===== src/rtl/core/gwsa_pkg.sv =====
`timescale 1ns / 1ps
`default_nettype none
// ----------------------------------------------------------------------------
// gwsa_pkg
// Shared types and field widths of the greedy weighted slot assigner.
// ----------------------------------------------------------------------------
package gwsa_pkg;

    localparam int W_W = 31;
    localparam int S_W = 11;
    localparam int P_W = 42;
    localparam int C_W = 11;

    typedef struct packed {
        logic [W_W-1:0] weight;
        logic [S_W-1:0] min_slot;
        logic           last;
        logic           keep;
    } gwsa_req_t;

endpackage
`default_nettype wire


===== src/rtl/core/gwsa_front.sv =====
`timescale 1ns / 1ps
`default_nettype none
// ----------------------------------------------------------------------------
// gwsa_front
// Accepts requests, counts the set and marks requests beyond capacity as dropped.
// ----------------------------------------------------------------------------
module gwsa_front #(
    parameter int MAX_ITEMS = 1024
) (
    input  wire logic                       clk,
    input  wire logic                       rst_n,
    input  wire logic                       start,
    input  wire logic                       q_full,
    input  wire logic [gwsa_pkg::W_W-1:0]   weight,
    input  wire logic [gwsa_pkg::S_W-1:0]   min_slot,
    input  wire logic                       last,
    output logic                            busy,
    output logic                            push,
    output gwsa_pkg::gwsa_req_t             push_req
);
    localparam int CW = $clog2(MAX_ITEMS + 1);

    logic [CW-1:0] cnt_reg, cnt_next;
    logic          keep;

    assign busy = q_full;
    assign push = start && !q_full;
    assign keep = (cnt_reg < CW'(MAX_ITEMS));

    always_comb
    begin
        push_req.weight   = weight;
        push_req.min_slot = min_slot;
        push_req.last     = last;
        push_req.keep     = keep;
        cnt_next = cnt_reg;
        if (push)
        begin
            if (last)
                cnt_next = '0;
            else if (keep)
                cnt_next = cnt_reg + CW'(1);
        end
    end

    always_ff @(posedge clk or negedge rst_n)
    begin
        if (!rst_n)
            cnt_reg <= '0;
        else
            cnt_reg <= cnt_next;
    end

endmodule
`default_nettype wire


===== config.mk =====
export PLATFORM = sky130hd
export DESIGN_NAME = gwsa_front
export DESIGN_NICKNAME = d
export VERILOG_FILES = /design/src/rtl/core/gwsa_pkg.sv /design/src/rtl/core/gwsa_front.sv
export SDC_FILE = /design/constraint.sdc
export NUM_CORES = 1
export LEC_CHECK = 0
export BUFFER_PORTS_ARGS = -buffer_cell sky130_fd_sc_hd__buf_2
export CELL_PAD_IN_SITES_DETAIL_PLACEMENT = 1
export CELL_PAD_IN_SITES_GLOBAL_PLACEMENT = 1
export CORE_MARGIN = 5
export CORE_UTILIZATION = 24
export CTS_BUF_LIST = sky130_fd_sc_hd__clkbuf_2
export DETAILED_ROUTE_END_ITERATION = 7
export PLACE_DENSITY = 0.83
export RECOVER_POWER = 50
export SLEW_MARGIN = 40
export SYNTH_ARGS = -nofsm -noshare
export SYNTH_HDL_FRONTEND = slang
export SYNTH_SLANG_ARGS = --single-unit

===== constraint.sdc =====
create_clock -name clk -period 2.1 [get_ports clk]
set_clock_uncertainty 0.15 [all_clocks]
set_input_delay 0.315 -clock clk [delete_from_list [all_inputs] [get_ports clk]]
set_output_delay 0.315 -clock clk [all_outputs]
set_load 0.01 [all_outputs]

==> results.toml, run 1 <==
[critical_path]
crit-reg2reg-launch = "cnt_reg[0]"
criticalPathCategory = "reg -> reg"
worst_path_dominant_cell_family = "simple AND/OR/NAND/NOR gates"
critPathMaxFanout = 4
critPathArrivalTime_ns = 1.79
timing.reg2reg.setup_slack_ns = 0.35
timing.critical_path.cells = "ha_1, nand3_2, or2_0, or4_1, a21oi_1"
critPathRequiredTime_ns = 2.14
timing.critical_path.depth = 5
timing.rr.end = "cnt_reg[8]"
critPathLaunchType = "flip-flop"
cp_num_buf_inv = 0
critical-path-slowest-cell = "sky130_fd_sc_hd__dfrtp_1"
setup.worst_path.end_class = "flip-flop"
worst_r2r_path_depth = 5
timing.critical_path.slowest_cell_delay_ns = 0.40

[layout]
multi_input_area_um2 = 320
nets = 129
area_growth_pct = -22.2
final-seq-area_um2 = 275
filler_cell_count = 484
n_antenna_cell = 0
largest_reg_flops = 11
layout_cell_share_with_drive_strength_beyond_1_pct = 22.5

[clocking]
cts-root-buf = "sky130_fd_sc_hd__clkbuf_2"
worst_skew_pair.late_latency_ns = 0.26
tritoncts = "built"
cts_buffer_depth = 2
cts_inserted_buffers = 3
h-tree-depth = 1
cts_post_setup_buffers_inserted = 0
worst_setup_hold_path_clk_slew_ns = 0.11
cts_sinks = 11

[yosys]
number_of_synthesized_register_bits = 11
synth.distinct_cells = 31
synth_fp_nets = 161
synthesis.yosys.warnings = 0
async_reset_ff_share_pct = 100
synth_enable_flop_cells = 0
post_synth_instance_area_um2 = 952
syn_avg_cell_area_um2 = 8.43
primary_ff_master_synth = "sky130_fd_sc_hd__dfrtp_1"
sequential_fraction_of_the_synthesis_area_pct = 28.9
postSynthCellCount = 113

[floorplan]
die_width_um = 73.0
count_of_standard_cell_rows = 22
boundaryPins = 93
die_area_um2 = 5330
initial_utilization_pct = 25.4
fp.coreArea_um2 = 3740
die-height_um = 73.0

[grt]
gr-usage-all-layers_pct = 7.02
grt_first_pass_wirelength_um = 2880
global_route.overflow_total = 0
largest_net_degree_at_the_start_of_global_routing = 12
number_of_antenna_violations_at_the_first_check_in_global_routing = 0
grt_pass1_vias = 617

[sta]
hold_slack_ns = 0.192
fmax_mhz = 572
final_critical_period_ns = 1.75
report.final.setup_viol = 0
fin_crit_sh_pct = 83.2
rsz0062_at_grt = "false"
final.setup.tns_ns = 0
max_slew.worst_pin.slew_ns = 0.310
final_max_slew_viol_count = 0
max_slew_margin_pct = 79.1
hold_viol = 0

[pwr]
powerDensity_nw_per_um2 = 685
ir_drop_mv = 0.212
power.leakage_nw = 0.325

[place]
dp.final_hpwl_um = 1300
routabilityCongestion = 0.782
io_buffer_count = 8

[hold_path]
worstHoldStart = "last"
worst_hold_path.endpoint = "cnt_reg[3]"
holdCritPathClass = "in -> reg"
min_delay_path_depth = 2

[drt]
routed-via-count = 560
route.detailed.vias_per_inst = 4.38
firstDrtPassIters = 3
route.detailed.drc = 0
drt-wirelength-per-cell_um = 13.3
detail-route-antenna-nets = 0
dr.first_iter.drc_count = 7
route.final.wire_length_um = 1700

[run]
drv.max_cap_violation_count = 0

[run_status]
run_status = "finished, final reports clean"
[Yosys cell counts (all sizes together), types with 2 or more instances]
cell type,n,area share (%)
nand4,3,2.0
a21oi,5,2.6
nand3,3,2.1
buf,45,35
nor2b,2,1.3
xnor2,3,2.8
and3,4,2.8
nor2,7,2.8
o21ai,4,2.1
nand2b,2,2.4
dfrtp,11,29
inv,4,1.6
nand2,6,2.4
[where the power goes]
group          internal (W)  switching (W)  total (W)  leakage (nW)
registers          0.000246      0.0000381   0.000284         0.148
logic             0.0000451      0.0000546  0.0000998         0.161
clock network     0.0000506      0.0000724   0.000123        0.0166
total              0.000342       0.000165   0.000507         0.325
[cell usage in the layout, fill, tap and decap left out, types with 2 or more instances in the layout]
cell type and instances:
sky130_fd_sc_hd__clkbuf_2 4, sky130_fd_sc_hd__o21ai_0 4, sky130_fd_sc_hd__inv_1 3, sky130_fd_sc_hd__a21oi_1 5
sky130_fd_sc_hd__xnor2_1 3, sky130_fd_sc_hd__dfrtp_1 11, sky130_fd_sc_hd__nand3_1 2, sky130_fd_sc_hd__buf_2 8
sky130_fd_sc_hd__and3_1 3, sky130_fd_sc_hd__nand4_1 3, sky130_fd_sc_hd__nor2b_1 2, sky130_fd_sc_hd__nand2_1 6
sky130_fd_sc_hd__nor2_1 7
[worst reg2reg max path, cell delays in order (launching register included)]
cell                      delay, ns
sky130_fd_sc_hd__dfrtp_1       0.40
sky130_fd_sc_hd__ha_1          0.20
sky130_fd_sc_hd__nand3_2       0.11
sky130_fd_sc_hd__or2_0         0.26
sky130_fd_sc_hd__or4_1         0.40
sky130_fd_sc_hd__a21oi_1       0.15
[how the worst max path moves through the flow]
stage               startpoint    endpoint  slack (ns)
detailed placement  cnt_reg[0]  cnt_reg[8]        0.38
global placement    cnt_reg[0]  cnt_reg[8]        0.45
CTS                 cnt_reg[0]  cnt_reg[8]        0.34
finish              cnt_reg[0]  cnt_reg[8]        0.35
global route        cnt_reg[1]  cnt_reg[8]        0.24
floorplan           cnt_reg[0]  cnt_reg[8]        0.50
[per-layer routing]
metal | vias to the layer above | global-route usage [%] | wire length [µm]
met5 | - | 0 | 0
met4 | 0 | 3.89 | 46
met3 | 7 | 2.34 | 97
met2 | 9 | 11.6 | 826
met1 | 278 | 7.82 | 728
li1 | 266 | - | -
[cell families (layout without fill, tap and decap cells)]
group / count (synthesis) / in the layout / share of synthesized area, %
buf+inv: 50 / 17 / 37.4
xor+xnor: 4 / 4 / 3.68
fa+ha+maj: 1 / 1 / 1.31
flops: 11 / 11 / 28.9
compound gates: 14 / 14 / 8.81
simple gates: 33 / 33 / 19.8
[cell type report]
type,instances,share of cell area (%)
multi-input cells,52,43.2
flip-flops and latches,11,37.2
inverters,4,2.03
clock buffers,4,2.70
repair buffers,9,6.76
well taps,48,8.11
[repair_timing]
| action | in CTS | in global routing |
|---|---|---|
| resized for setup | 0 | 0 |
| hold buffers | 1 | 0 |
| endpoints found under the hold margin | 11 | 0 |
[metrics by stage]
| step | total power [W] | utilization, % | instances | area, µm² | setup slack (ns) |
|---|---|---|---|---|---|
| 3_5_place_dp | 0.000389 | 19.0 | 123 | 711 | 0.379 |
| 3_3_place_gp | 0.000378 | 19.0 | 123 | 711 | 0.455 |
| 4_1_cts | 0.000514 | 19.8 | 128 | 741 | 0.339 |
| 5_1_grt | 0.000543 | 19.8 | 128 | 741 | 0.241 |
| 6_report | 0.000507 | 19.8 | 128 | 741 | 0.352 |
| 2_1_floorplan | 0.000435 | - | 113 | 952 | 0.496 |
Power figures use the tool's default switching activity.
==> run 2: changes to the inputs <==
--- a/config.mk
+++ b/config.mk
@@ -9,10 +9,10 @@
 export CELL_PAD_IN_SITES_DETAIL_PLACEMENT = 1
 export CELL_PAD_IN_SITES_GLOBAL_PLACEMENT = 1
 export CORE_MARGIN = 5
-export CORE_UTILIZATION = 24
+export CORE_UTILIZATION = 22
 export CTS_BUF_LIST = sky130_fd_sc_hd__clkbuf_2
 export DETAILED_ROUTE_END_ITERATION = 7
-export PLACE_DENSITY = 0.83
+export PLACE_DENSITY = 0.8
 export RECOVER_POWER = 50
 export SLEW_MARGIN = 40
 export SYNTH_ARGS = -nofsm -noshare
==> constraint.sdc (replaced) <==
create_clock -name clk -period 1.5 [get_ports clk]
set_clock_uncertainty 0.15 [all_clocks]
set_input_delay 0.225 -clock clk [delete_from_list [all_inputs] [get_ports clk]]
set_output_delay 0.225 -clock clk [all_outputs]
set_load 0.01 [all_outputs]
==> results.toml, run 2 (synthesis gave the netlist of run 1 again) <==
[drt]
route.detailed.drc = 0
route.detailed.vias_per_inst = 4.26
dr.first_iter.drc_count = 19
routed-via-count = 613
firstDrtPassIters = 4
detail-route-antenna-nets = 0
route.final.wire_length_um = 1880
drt-wirelength-per-cell_um = 13.1

[sta]
setup_slack_ns = -0.134
final.setup.tns_ns = -0.134
final_critical_period_ns = 1.63
fmax_mhz = 612
report.final.setup_viol = 1
max_slew_margin_pct = 76.6
max_slew.worst_pin.slew_ns = 0.350
rsz0062_at_grt = "true"
hold_viol = 0
final_max_slew_viol_count = 0
fin_crit_sh_pct = 109

[floorplan]
die-height_um = 75.8
fp.coreArea_um2 = 4260
die_area_um2 = 5740
die_width_um = 75.8
count_of_standard_cell_rows = 24
boundaryPins = 93
initial_utilization_pct = 22.3

[layout]
nets = 141
n_antenna_cell = 0
layout_cell_share_with_drive_strength_beyond_1_pct = 40.2
filler_cell_count = 516
layout.cells.most_common = "sky130_fd_sc_hd__buf_4"
largest_reg_flops = 11
final_cell_mix = "12 x sky130_fd_sc_hd__buf_4, 11 x sky130_fd_sc_hd__dfrtp_1, 8 x sky130_fd_sc_hd__buf_2, 6 x sky130_fd_sc_hd__nand2_1, 6 x sky130_fd_sc_hd__nor2_1"
finalCoreUtilization_pct = 20.5
area_growth_pct = -8.02

[hold_path]
holdCritPathClass = "in -> reg"

[place]
dp.final_hpwl_um = 1440
routabilityCongestion = 0.776
io_buffer_count = 8

[clocking]
worst_skew_pair.late_latency_ns = 0.28
cts_sinks = 11
worst_setup_hold_path_clk_slew_ns = 0.12
cts_inserted_buffers = 3
cts_buffer_depth = 2
cts-root-buf = "sky130_fd_sc_hd__clkbuf_2"
tritoncts = "built"
h-tree-depth = 1

[critical_path]
setup.worst_path.end_class = "flip-flop"
critPathArrivalTime_ns = 1.70
critPathRequiredTime_ns = 1.57
criticalPathCategory = "reg -> reg"
critPathLaunchType = "flip-flop"
critPathMaxFanout = 2

[grt]
largest_net_degree_at_the_start_of_global_routing = 12
grt_first_pass_wirelength_um = 2970
global_route.overflow_total = 0
grt_pass1_vias = 614
number_of_antenna_violations_at_the_first_check_in_global_routing = 0
gr-usage-all-layers_pct = 7.06

[run_status]
run_status = "finished with violations"
failing_checks = "negative setup slack"

[pwr]
switching_share_pct = 32.9
power_report.internal_total_w = 0.000543
clockPowerShare_pct = 22.8
power.leakage_nw = 0.385
combPwrFrac_pct = 30.0
seq_power_share_pct = 47.2
powerDensity_nw_per_um2 = 924
total_switching_power_w = 0.000266
design_power_total_w = 0.000809
ir_drop_mv = 0.201

[run]
drv.max_cap_violation_count = 0
-- run 2: changes by cell type in the layout (fill, tap and decap cells not counted), sizes merged --
cell  delta
buf     +12
-- run 2: repair_timing --
action,4_1_cts,5_1_grt
hold buffers,1,0
endpoints found under the setup margin,2,7
setup buffers,0,1
pin swaps,1,3
endpoints found under the hold margin,11,0
resized for setup,0,11
-- run 2: path summary, 6_finish.rpt --
path,to,slack [ns],cells past startpoint,startpoint
min in group asynchronous,cnt_reg[0],0.18,2,rst_n
max,cnt_reg[8],-0.13,5,cnt_reg[1]
min,cnt_reg[3],0.11,3,last
max reg2reg,cnt_reg[8],-0.13,5,cnt_reg[1]
max in group asynchronous,cnt_reg[5],0.80,2,rst_n
min reg2reg,cnt_reg[9],0.42,3,cnt_reg[9]
-- run 2: through the flow --
stage | worst slack, ns | cell area, µm² | hold WS (ns) | std cells
final | -0.134 | 876 | 0.115 | 144
after global routing | -0.198 | 876 | 0.120 | 144
after CTS | -0.101 | 831 | 0.140 | 143
after detailed placement | -0.0767 | 801 | -0.0330 | 138
after global placement | -0.0426 | 801 | -0.0391 | 138
after floorplan | -0.0725 | 955 | -0.221 | 113
-- run 2: layout make-up --
class / count / area, µm² / area share, %
multi-input cells: 52 / 360 / 41.1
flip-flops and latches: 11 / 275 / 31.4
repair buffers: 21 / 140 / 16.0
well taps: 52 / 65.1 / 7.43
clock buffers: 4 / 20.0 / 2.29
inverters: 4 / 15.0 / 1.71
-- run 2: critical path, cell delays in order (launching register included) --
cell and delay, ns:
sky130_fd_sc_hd__dfrtp_1 0.38, sky130_fd_sc_hd__ha_2 0.19, sky130_fd_sc_hd__nand3_2 0.08, sky130_fd_sc_hd__or2_1 0.24, sky130_fd_sc_hd__or4_4 0.42, sky130_fd_sc_hd__a21oi_2 0.12
-- run 2: power groups by stage --
stage          clock [W]  combinational [W]  sequential (W)
2_1_floorplan          0           0.000220        0.000392
3_3_place_gp           0           0.000218        0.000385
3_5_place_dp           0           0.000225        0.000390
4_1_cts         0.000184           0.000229        0.000383
5_1_grt         0.000207           0.000271        0.000391
6_report        0.000184           0.000243        0.000382
-- run 2: metal layers --
layer,vias up,part of all wire (%),GRT usage [%]
met4,0,1.9,4.08
met1,308,40,8.08
met5,-,0,0
met3,4,7.3,2.37
li1,292,-,-
met2,9,50,11.4
