==> src/rtl/core/gwsa_pkg.sv <==
`timescale 1ns / 1ps
`default_nettype none
// ----------------------------------------------------------------------------
// gwsa_pkg
// Shared types and field widths of the greedy weighted slot assigner.
// ----------------------------------------------------------------------------
package gwsa_pkg;

    localparam int W_W = 31;
    localparam int S_W = 11;
    localparam int P_W = 42;
    localparam int C_W = 11;

    typedef struct packed {
        logic [W_W-1:0] weight;
        logic [S_W-1:0] min_slot;
        logic           last;
        logic           keep;
    } gwsa_req_t;

endpackage
`default_nettype wire

==> src/rtl/core/gwsa_queue.sv <==
`timescale 1ns / 1ps
`default_nettype none
// ----------------------------------------------------------------------------
// gwsa_queue
// Two-entry request queue between the front and the back.
// ----------------------------------------------------------------------------
module gwsa_queue (
    input  wire logic                 clk,
    input  wire logic                 rst_n,
    input  wire logic                 push,
    input  wire gwsa_pkg::gwsa_req_t  push_req,
    input  wire logic                 pop,
    output logic                      full,
    output logic                      empty,
    output gwsa_pkg::gwsa_req_t       head
);
    gwsa_pkg::gwsa_req_t ent_reg [2];
    logic       wr_reg, wr_next;
    logic       rd_reg, rd_next;
    logic [1:0] cnt_reg, cnt_next;

    assign full  = (cnt_reg == 2'd2);
    assign empty = (cnt_reg == 2'd0);
    assign head  = ent_reg[rd_reg];

    always_comb
    begin
        wr_next  = push ? !wr_reg : wr_reg;
        rd_next  = pop ? !rd_reg : rd_reg;
        cnt_next = cnt_reg + 2'(push) - 2'(pop);
    end

    always_ff @(posedge clk)
    begin
        if (push)
            ent_reg[wr_reg] <= push_req;
    end

    always_ff @(posedge clk or negedge rst_n)
    begin
        if (!rst_n)
        begin
            wr_reg  <= 1'b0;
            rd_reg  <= 1'b0;
            cnt_reg <= 2'd0;
        end
        else
        begin
            wr_reg  <= wr_next;
            rd_reg  <= rd_next;
            cnt_reg <= cnt_next;
        end
    end

endmodule
`default_nettype wire

==> config.mk <==
export PLATFORM = sky130hd
export DESIGN_NAME = gwsa_queue
export DESIGN_NICKNAME = d
export VERILOG_FILES = /design/src/rtl/core/gwsa_pkg.sv /design/src/rtl/core/gwsa_queue.sv
export SDC_FILE = /design/constraint.sdc
export NUM_CORES = 1
export LEC_CHECK = 0
export BUFFER_PORTS_ARGS = -buffer_cell sky130_fd_sc_hd__buf_2
export CAP_MARGIN = 15
export CELL_PAD_IN_SITES_DETAIL_PLACEMENT = 1
export CELL_PAD_IN_SITES_GLOBAL_PLACEMENT = 2
export CORE_AREA = 2 2 108 110
export CTS_BUF_LIST = sky130_fd_sc_hd__clkbuf_4 sky130_fd_sc_hd__clkbuf_8 sky130_fd_sc_hd__clkbuf_16
export DETAILED_ROUTE_END_ITERATION = 8
export DIE_AREA = 0 0 110 112
export PLACE_DENSITY_LB_ADDON = 0.1
export SYNTH_ARGS = -nofsm -noshare
export SYNTH_HDL_FRONTEND = slang
export SYNTH_SLANG_ARGS = --single-unit
==> constraint.sdc <==
create_clock -name clk -period 3.51 [get_ports clk]
set_clock_uncertainty 0.15 [all_clocks]
set_input_delay 0.5265 -clock clk [delete_from_list [all_inputs] [get_ports clk]]
set_output_delay 0.5265 -clock clk [all_outputs]
set_load 0.01 [all_outputs]
==> flow_metrics.py, run 1 <==
metrics = {
    "run_status": {
        "status": "finished, final reports clean",
    },
    "die": {
        "core-area_um2": 11200,
        "initial_core_util_pct": 32.0,
        "ioPinCount": 94,
        "rows": 39,
        "die_h_um": 112,
        "die_x_um": 110,
        "dieArea_um2": 12300,
    },
    "pwr": {
        "p_total_mw": 3.61,
        "clkPwrFrac_pct": 25.9,
        "power.density_nw_per_um2": 803,
        "p_leak_nw": 1.82,
        "p_int_mw": 2.62,
        "pwr-share-comb_pct": 30.3,
        "pwr-share-seq_pct": 43.8,
        "netSwitchingPower_mw": 0.989,
        "peakVddDrop_mv": 0.280,
        "swShare_pct": 27.4,
    },
    "global_routing": {
        "grt_overflow_total": 0,
        "track_usage_pct": 11.1,
        "grt_max_degree": 29,
        "grt_pass1_wl_um": 9730,
        "grt_pass1_vias": 1854,
        "antenna_found_initial": 0,
    },
    "critical_path": {
        "cp_slowest_stage_delay_ps": 760,
        "setup.worst_path.end": "head[0]",
        "cp_slowest_cell": "dfrtp_2",
        "worst_r2r_path_depth": 2,
        "rr_startpoint": "wr_reg$_DFFE_PN0P_",
        "crit_chain": "buf_12 > mux2_2 > buf_2",
        "cp-start-kind": "register",
        "path_class": "register to primary output",
        "r2r-end": "ent_reg[1][4]$_DFFE_PP_",
        "cp-startpoint": "rd_reg$_DFFE_PN0P_",
        "cp-end-kind": "primary output",
        "ff2ff_setup_slack_ps": 1790,
        "arrival_ps": 1930,
        "cp_max_fo": 28,
        "crit_required_ps": 2830,
    },
    "cells_and_area": {
        "layout-drive-gt1-share_pct": 61.3,
        "mostFrequentLayoutCells": "93 x buf_2, 88 x edfxtp_1, 39 x mux2_4",
        "largest_register_ffs": 88,
        "antenna_cells": 0,
        "syn_to_final_growth_pct": 25.8,
        "final_common_cell": "buf_2",
        "nets": 306,
    },
    "placement": {
        "numPortBuffers": 93,
        "hpwl_um": 4380,
        "place_congestion": 0.637,
        "dpl_worst_slack_ps": 1220,
    },
    "sta": {
        "setup_tns_ps": 0,
        "finalMaxSlewViolations": 0,
        "slew_headroom_pct": 59.4,
        "fmax_mhz": 384,
        "timing.final.ws_setup_ps": 904,
        "timing.final.crit_share_pct": 74.2,
        "timing_worst_slew_pin_value_ps": 607,
        "setup_viol": 0,
        "hold_viol": 0,
        "rsz0062_at_grt": "no",
        "timing.hold.ws_ps": 232,
        "finalCriticalPeriod_ps": 2610,
    },
    "cts": {
        "cts-htree-levels": 3,
        "cts_inserted_buffers": 9,
        "root_buffer": "clkbuf_16",
        "clock_path_buffers": 2,
        "cts_resized": 0,
        "clk_latency_ps": 330,
        "numClockSinks": 92,
        "clk_pin_slew_ps": 60,
        "cts_tree": "done",
        "hold_buffers": 1,
        "post_cts_buffers": 0,
    },
    "detailed_routing": {
        "wl_met3_um": 334,
        "drtAntennaViolNets": 0,
        "remaining_drc_errors": 0,
        "met1_length_um": 2620,
        "wire_per_inst_um": 15.7,
        "dr.pass1.iters": 4,
        "drt_iter0_markers": 39,
        "wl_met2_um": 3280,
        "vias_per_cell": 4.24,
        "num_vias": 1713,
        "top_layer": "met4",
        "wirelength_um": 6360,
    },
    "yosys": {
        "syn_area_per_cell_um2": 23.5,
        "ys_warn_count": 0,
        "ys_seq_area_share_pct": 76.8,
        "synth.distinct_cells": 13,
        "syn_nets": 202,
        "ys_ff_latch": 92,
        "syn_inst": 152,
        "synth_area_um2": 3570,
    },
    "run": {
        "drv_cap": 0,
    },
    "worst_hold_path": {
        "hold_class": "primary input to register",
    },
}
per-stage QoR:
step	cell area, µm²	instances	utilization (%)
after floorplan	3570	152	-
after global placement	4190	387	37.5
after detailed placement	4190	387	37.5
after CTS	4490	404	40.2
after global routing	4490	404	40.2
final	4490	404	40.2
cell type report:
class / instances / area [µm²]
fill: 1116 / 6680
sequential: 92 / 2740
multi-input combinational: 53 / 739
timing repair buffer: 98 / 531
clock buffer: 11 / 240
tap: 143 / 179
clock inverter: 5 / 52.6
inverter: 2 / 7.51
layer usage:
metal | vias to the layer above | global-route usage, %
met4 | 0 | 6.08
met5 | - | 0
met1 | 845 | 13.3
li1 | 804 | -
met2 | 53 | 17.8
met3 | 11 | 3.04
cells in the mapped netlist:
library cell | number | area [µm²]
nor2b_1 | 2 | 12.5
and2_1 | 1 | 6.26
dfrtp_1 | 4 | 100
nor2_1 | 1 | 3.75
buf_12 | 4 | 80.1
xor2_1 | 2 | 17.5
ha_1 | 2 | 25.0
mux2_4 | 39 | 586
xor3_1 | 1 | 23.8
inv_1 | 2 | 7.51
mux2_2 | 5 | 56.3
edfxtp_1 | 88 | 2640
buf_6 | 1 | 11.3
worst min path at each step:
| stage | start | to | slack, ps | cells past startpoint |
|---|---|---|---|---|
| final | push_req[36] | ent_reg[1][36]$_DFFE_PP_ | 230 | 1 |
| after global routing | push_req[42] | ent_reg[0][42]$_DFFE_PP_ | 220 | 1 |
| after CTS | push_req[21] | ent_reg[0][21]$_DFFE_PP_ | 210 | 1 |
| after detailed placement | rst_n | cnt_reg[0]$_DFF_PN0_ | 190 | 1 |
| after global placement | rst_n | cnt_reg[0]$_DFF_PN0_ | 190 | 1 |
| after floorplan | rst_n | cnt_reg[0]$_DFF_PN0_ | 80 | 0 |
critical path, delay by kind of cell, from the launching register on:
kind                   cells  cell delay [ps]
multiplexers               1              360
flip-flops                 1              760
buffers and inverters      2              450
power groups by stage:
| stage | Sequential, mW | Clock, mW | Combinational [mW] |
|---|---|---|---|
| 3_3_place_gp | 1.60 | 0 | 1.13 |
| 2_1_floorplan | 1.54 | 0 | 0.870 |
| 3_5_place_dp | 1.61 | 0 | 1.12 |
| 6_report | 1.58 | 0.934 | 1.09 |
| 5_1_grt | 1.61 | 1.01 | 1.19 |
| 4_1_cts | 1.59 | 0.969 | 1.13 |
cell families (layout without fill, tap and decap cells):
group	after synthesis	after routing	share of synthesized area [%]
DFF	92	92	76.8
muxes	44	44	18.0
buffers and inverters	7	116	2.77
and+or+nand+nor	4	4	0.630
xor gates and xnor gates	3	3	1.16
adders and majority gates	2	2	0.700
(Power assumes the default switching activity.)
==> inputs of run 2 (changes only) <==
==> constraint.sdc (replaced) <==
create_clock -name clk -period 2.4 [get_ports clk]
set_clock_uncertainty 0.15 [all_clocks]
set_input_delay 0.36 -clock clk [delete_from_list [all_inputs] [get_ports clk]]
set_output_delay 0.36 -clock clk [all_outputs]
set_load 0.01 [all_outputs]
==> run 2 against run 1 <==
First-iteration DRC count down 26%. Design area increased by 0.78%. Cell count up 0.50%. Worst hold slack got worse by 170 ps. Total power up 49%. Count of clock-buffer cells in the layout shrank 2. Critical path type unchanged.
==> flow_metrics.py, run 2 (synthesized netlist as in run 1, its figures left out) <==
metrics = {
    "cells_and_area": {
        "nFillCells": 1098,
        "regArea_um2": 2740,
        "nets": 309,
        "final_common_cell": "buf_2",
        "mostFrequentLayoutCells": "93 x buf_2, 88 x edfxtp_1, 39 x mux2_4",
        "final_area_um2": 4530,
        "antenna_cells": 0,
        "syn_to_final_growth_pct": 26.8,
        "largest_register_ffs": 88,
        "final_util_pct": 40.5,
        "layout-drive-gt1-share_pct": 60.8,
        "multiInputGateArea_um2": 739,
    },
    "pwr": {
        "p_leak_nw": 1.84,
        "power.density_nw_per_um2": 1190,
        "peakVddDrop_mv": 0.378,
    },
    "placement": {
        "dpl_cell_area_um2": 4210,
        "hpwl_um": 4450,
        "place_congestion": 0.662,
        "numPortBuffers": 93,
    },
    "sta": {
        "fmax_mhz": 471,
        "timing.final.crit_share_pct": 88.4,
        "setup_viol": 0,
        "rsz0062_at_grt": "no",
        "timing_worst_slew_pin_value_ps": 361,
        "slew_headroom_pct": 75.9,
        "finalCriticalPeriod_ps": 2120,
        "setup_tns_ps": 0,
        "finalMaxSlewViolations": 0,
        "timing.hold.ws_ps": 62.6,
        "hold_viol": 0,
    },
    "detailed_routing": {
        "vias_per_cell": 4.24,
        "remaining_drc_errors": 0,
        "drt_iter0_markers": 29,
        "wirelength_um": 6330,
        "drtAntennaViolNets": 0,
        "wire_per_inst_um": 15.6,
        "dr.pass1.iters": 4,
        "num_vias": 1722,
    },
    "global_routing": {
        "grt_max_degree": 27,
        "grt_pass1_vias": 1879,
        "antenna_found_initial": 0,
        "track_usage_pct": 11.1,
        "grt_pass1_wl_um": 9760,
        "grt_overflow_total": 0,
    },
    "cts": {
        "cts_tree": "done",
        "cts_inserted_buffers": 9,
        "clock_path_buffers": 2,
        "numClockSinks": 92,
        "clk_latency_ps": 330,
        "root_buffer": "clkbuf_16",
        "clk_pin_slew_ps": 60,
        "cts-htree-levels": 3,
    },
    "critical_path": {
        "cp_slowest_stage_delay_ps": 560,
        "cp_slowest_cell": "dfrtp_2",
        "crit_chain": "buf_12 > mux2_2 > buf_2",
        "cp-start-kind": "register",
        "arrival_ps": 1610,
        "cp-end-kind": "primary output",
        "cp_max_fo": 16,
        "crit_buf_inv": 2,
        "path_class": "register to primary output",
        "crit_family": "flip-flops",
        "crit_required_ps": 1890,
    },
    "die": {
        "ioPinCount": 94,
        "die_x_um": 110,
        "dieArea_um2": 12300,
        "core-area_um2": 11200,
        "rows": 39,
        "initial_core_util_pct": 32.0,
        "die_h_um": 112,
    },
    "run_status": {
        "status": "finished, final reports clean",
    },
    "run": {
        "drv_cap": 0,
    },
    "worst_hold_path": {
        "hold_class": "primary input to register",
    },
}
run 2: cell types whose count changed in the layout (fill, tap and decap cells not counted):
cell / change
clkbuf_4: -2
clkinv_1: +2
buf_4: +3
clkinv_2: -2
bufinv_16: +1
run 2: cell type report:
cell class	count	area share [%]
tap	143	3.95
clock buffer	9	4.97
inverter	2	0.166
clock inverter	6	1.77
multi-input combinational	53	16.3
sequential	92	60.6
timing repair buffer	101	12.2
run 2: power by group:
group          switching, mW  internal (mW)  leakage [nW]
Clock                  0.548          0.896         0.146
Sequential             0.136           2.14         0.872
Combinational          0.764          0.903         0.820
Total                   1.45           3.94          1.84
run 2: routing by layer:
metal	track usage [%]	vias to the layer above	part of all wire [%]
met3	3.28	14	6.4
met4	6.08	0	2.3
li1	-	808	-
met2	17.6	56	50
met5	0	-	0
met1	13.3	844	42
run 2: worst register-to-register path, cell delays in order (launching register included):
cell	delay, ps
dfrtp_1	380
inv_1	50
ha_1	270
inv_1	60
ha_1	150
xor3_1	410
run 2: path summary, 6_finish.rpt:
path                                            from                        to  slack [ps]  depth (start not counted)
worst max-delay path              rd_reg$_DFFE_PN0P_                   head[2]         280                          3
worst min-delay path                    push_req[39]  ent_reg[1][39]$_DFFE_PP_          60                          1
worst max register to register  cnt_reg[0]$_DFF_PN0_      cnt_reg[1]$_DFF_PN0_         790                          5
worst min register to register    wr_reg$_DFFE_PN0P_        wr_reg$_DFFE_PN0P_         390                          1
max in group asynchronous                      rst_n        rd_reg$_DFFE_PN0P_        1760                          2
min in group asynchronous                      rst_n        rd_reg$_DFFE_PN0P_         210                          2
run 2: metrics by stage:
step | instances | setup WS [ps] | power (mW)
after floorplan | 152 | 272 | 3.52
after global routing | 406 | 200 | 5.69
after detailed placement | 390 | 613 | 4.04
final | 406 | 279 | 5.39
after global placement | 390 | 622 | 4.01
after CTS | 406 | 239 | 5.50
run 2: what timing repair did:
item	CTS	global route
hold endpoints to repair	4	0
setup buffers	0	0
hold buffers	1	0
gates resized for setup	0	0
==> inputs of run 3 (changes only) <==
--- a/config.mk
+++ b/config.mk
@@ -13,7 +13,7 @@
 export CTS_BUF_LIST = sky130_fd_sc_hd__clkbuf_4 sky130_fd_sc_hd__clkbuf_8 sky130_fd_sc_hd__clkbuf_16
 export DETAILED_ROUTE_END_ITERATION = 8
 export DIE_AREA = 0 0 110 112
-export PLACE_DENSITY_LB_ADDON = 0.1
+export PLACE_DENSITY = 0.7
 export SYNTH_ARGS = -nofsm -noshare
 export SYNTH_HDL_FRONTEND = slang
 export SYNTH_SLANG_ARGS = --single-unit
==> run 3 against run 2 <==
Sequential share of layout area rose by 0.71 points. Combinational power about the same. Flip-flop and latch count unchanged. Sequential power shrank 2%. Clock power fell by 8%. Highest routed layer unchanged. Global-route usage fell by 0.44 points. Design area down 1.2%. Largest cell class unchanged.
==> flow_metrics.py, run 3 (synthesized netlist as in run 1, its figures left out) <==
metrics = {
    "detailed_routing": {
        "num_vias": 1708,
        "wire_per_inst_um": 15.1,
        "wirelength_um": 6060,
        "drt_iter0_markers": 45,
        "drtAntennaViolNets": 0,
        "remaining_drc_errors": 0,
        "vias_per_cell": 4.25,
        "dr.pass1.iters": 4,
    },
    "die": {
        "initial_core_util_pct": 32.0,
        "ioPinCount": 94,
        "die_h_um": 112,
        "rows": 39,
        "core-area_um2": 11200,
        "die_x_um": 110,
        "dieArea_um2": 12300,
    },
    "global_routing": {
        "met1_usage_pct": 12.1,
        "grt_pass1_vias": 1899,
        "grt_overflow_total": 0,
        "grt_max_degree": 45,
        "grt_pass1_wl_um": 9520,
        "grt_busiest_layer": "met2",
        "grt.met3_usage_pct": 3.86,
        "track_usage_pct": 10.6,
        "antenna_found_initial": 0,
        "met2_usage_pct": 17.2,
    },
    "sta": {
        "finalCriticalPeriod_ps": 2110,
        "finalMaxSlewViolations": 0,
        "timing_worst_slew_pin_value_ps": 444,
        "fmax_mhz": 474,
        "hold_viol": 0,
        "setup_tns_ps": 0,
        "timing.final.crit_share_pct": 87.9,
        "rsz0062_at_grt": "no",
        "slew_headroom_pct": 70.4,
        "setup_viol": 0,
    },
    "cells_and_area": {
        "nets": 306,
        "final_common_cell": "buf_2",
        "largest_register_ffs": 88,
        "syn_to_final_growth_pct": 25.3,
        "mostFrequentLayoutCells": "93 x buf_2, 88 x edfxtp_1, 39 x mux2_4",
        "multiInputGateArea_um2": 739,
        "final_util_pct": 40.1,
        "regArea_um2": 2740,
        "layout-drive-gt1-share_pct": 60.2,
        "nFillCells": 1123,
        "antenna_cells": 0,
    },
    "cts": {
        "numClockSinks": 92,
        "root_buffer": "clkbuf_16",
        "clk_latency_ps": 330,
        "clock_path_buffers": 2,
        "clk_pin_slew_ps": 60,
        "cts-htree-levels": 3,
        "cts_resized": 0,
        "cts_tree": "done",
        "cts_inserted_buffers": 9,
    },
    "pwr": {
        "power.density_nw_per_um2": 1160,
        "peakVddDrop_mv": 0.433,
        "p_total_mw": 5.21,
        "p_leak_nw": 1.81,
    },
    "critical_path": {
        "crit_required_ps": 1890,
        "arrival_ps": 1600,
        "cp-end-kind": "primary output",
        "cp-start-kind": "register",
        "cp_max_fo": 23,
        "path_class": "register to primary output",
    },
    "placement": {
        "hpwl_um": 3910,
        "numPortBuffers": 93,
        "place_congestion": 0.666,
    },
    "worst_hold_path": {
        "hold_class": "primary input to register",
    },
    "run_status": {
        "status": "finished, final reports clean",
    },
    "run": {
        "drv_cap": 0,
    },
}
==> run 3: changes by cell type in the layout (fill, tap and decap cells not counted) <==
| cell | before | now |
|---|---|---|
| buf_4 | 5 | 2 |
| bufinv_16 | 2 | 1 |
| clkbuf_4 | 0 | 1 |
| clkinvlp_4 | 1 | 0 |
==> run 3: path summary, 6_finish.rpt <==
kind | start | to | slack, ps | cells after the start
min in group asynchronous | rst_n | cnt_reg[1]$_DFF_PN0_ | 210 | 2
worst min register to register | wr_reg$_DFFE_PN0P_ | wr_reg$_DFFE_PN0P_ | 390 | 1
max in group asynchronous | rst_n | rd_reg$_DFFE_PN0P_ | 1750 | 2
worst max register to register | cnt_reg[0]$_DFF_PN0_ | cnt_reg[1]$_DFF_PN0_ | 830 | 5
worst max-delay path | rd_reg$_DFFE_PN0P_ | head[2] | 290 | 3
worst min-delay path | push_req[19] | ent_reg[0][19]$_DFFE_PP_ | 60 | 1
==> run 3: layout make-up <==
type	count	share of cell area (%)
clock buffer	10	5.20
timing repair buffer	98	11.9
inverter	2	0.168
clock inverter	4	0.951
sequential	92	61.3
tap	143	4.00
multi-input combinational	53	16.5
==> run 3: critical path, cell delays in order, from the launching register on <==
cell	delay [ps]
dfrtp_2	350
buf_4	380
mux2_2	380
buf_2	140
==> run 3: repair_timing <==
action | 4_1_cts | 5_1_grt
hold buffers | 1 | 0
buffers inserted | 0 | 0
endpoints found under the hold margin | 4 | 0
==> run 3: per-stage QoR <==
stage | hold WS, ps | cells | cell area [µm²] | worst slack, ps
2_1_floorplan | -85.6 | 152 | 3570 | 272
3_3_place_gp | 22.8 | 387 | 4190 | 627
3_5_place_dp | 25.3 | 387 | 4190 | 623
4_1_cts | 45.4 | 402 | 4480 | 249
5_1_grt | 47.8 | 402 | 4480 | 195
6_report | 62.8 | 402 | 4480 | 289
==> run 3: routing by layer <==
| metal | wire length (µm) | vias to the layer above |
|---|---|---|
| met3 | 411 | 9 |
| met1 | 2400 | 843 |
| met4 | 129 | 0 |
| met5 | 0 | - |
| met2 | 3110 | 56 |
| li1 | - | 800 |
==> run 3: where the power goes <==
part / internal (mW) / total, mW / switching, mW
Sequential: 2.14 / 2.23 / 0.0944
Combinational: 0.866 / 1.66 / 0.789
Clock: 0.797 / 1.32 / 0.525
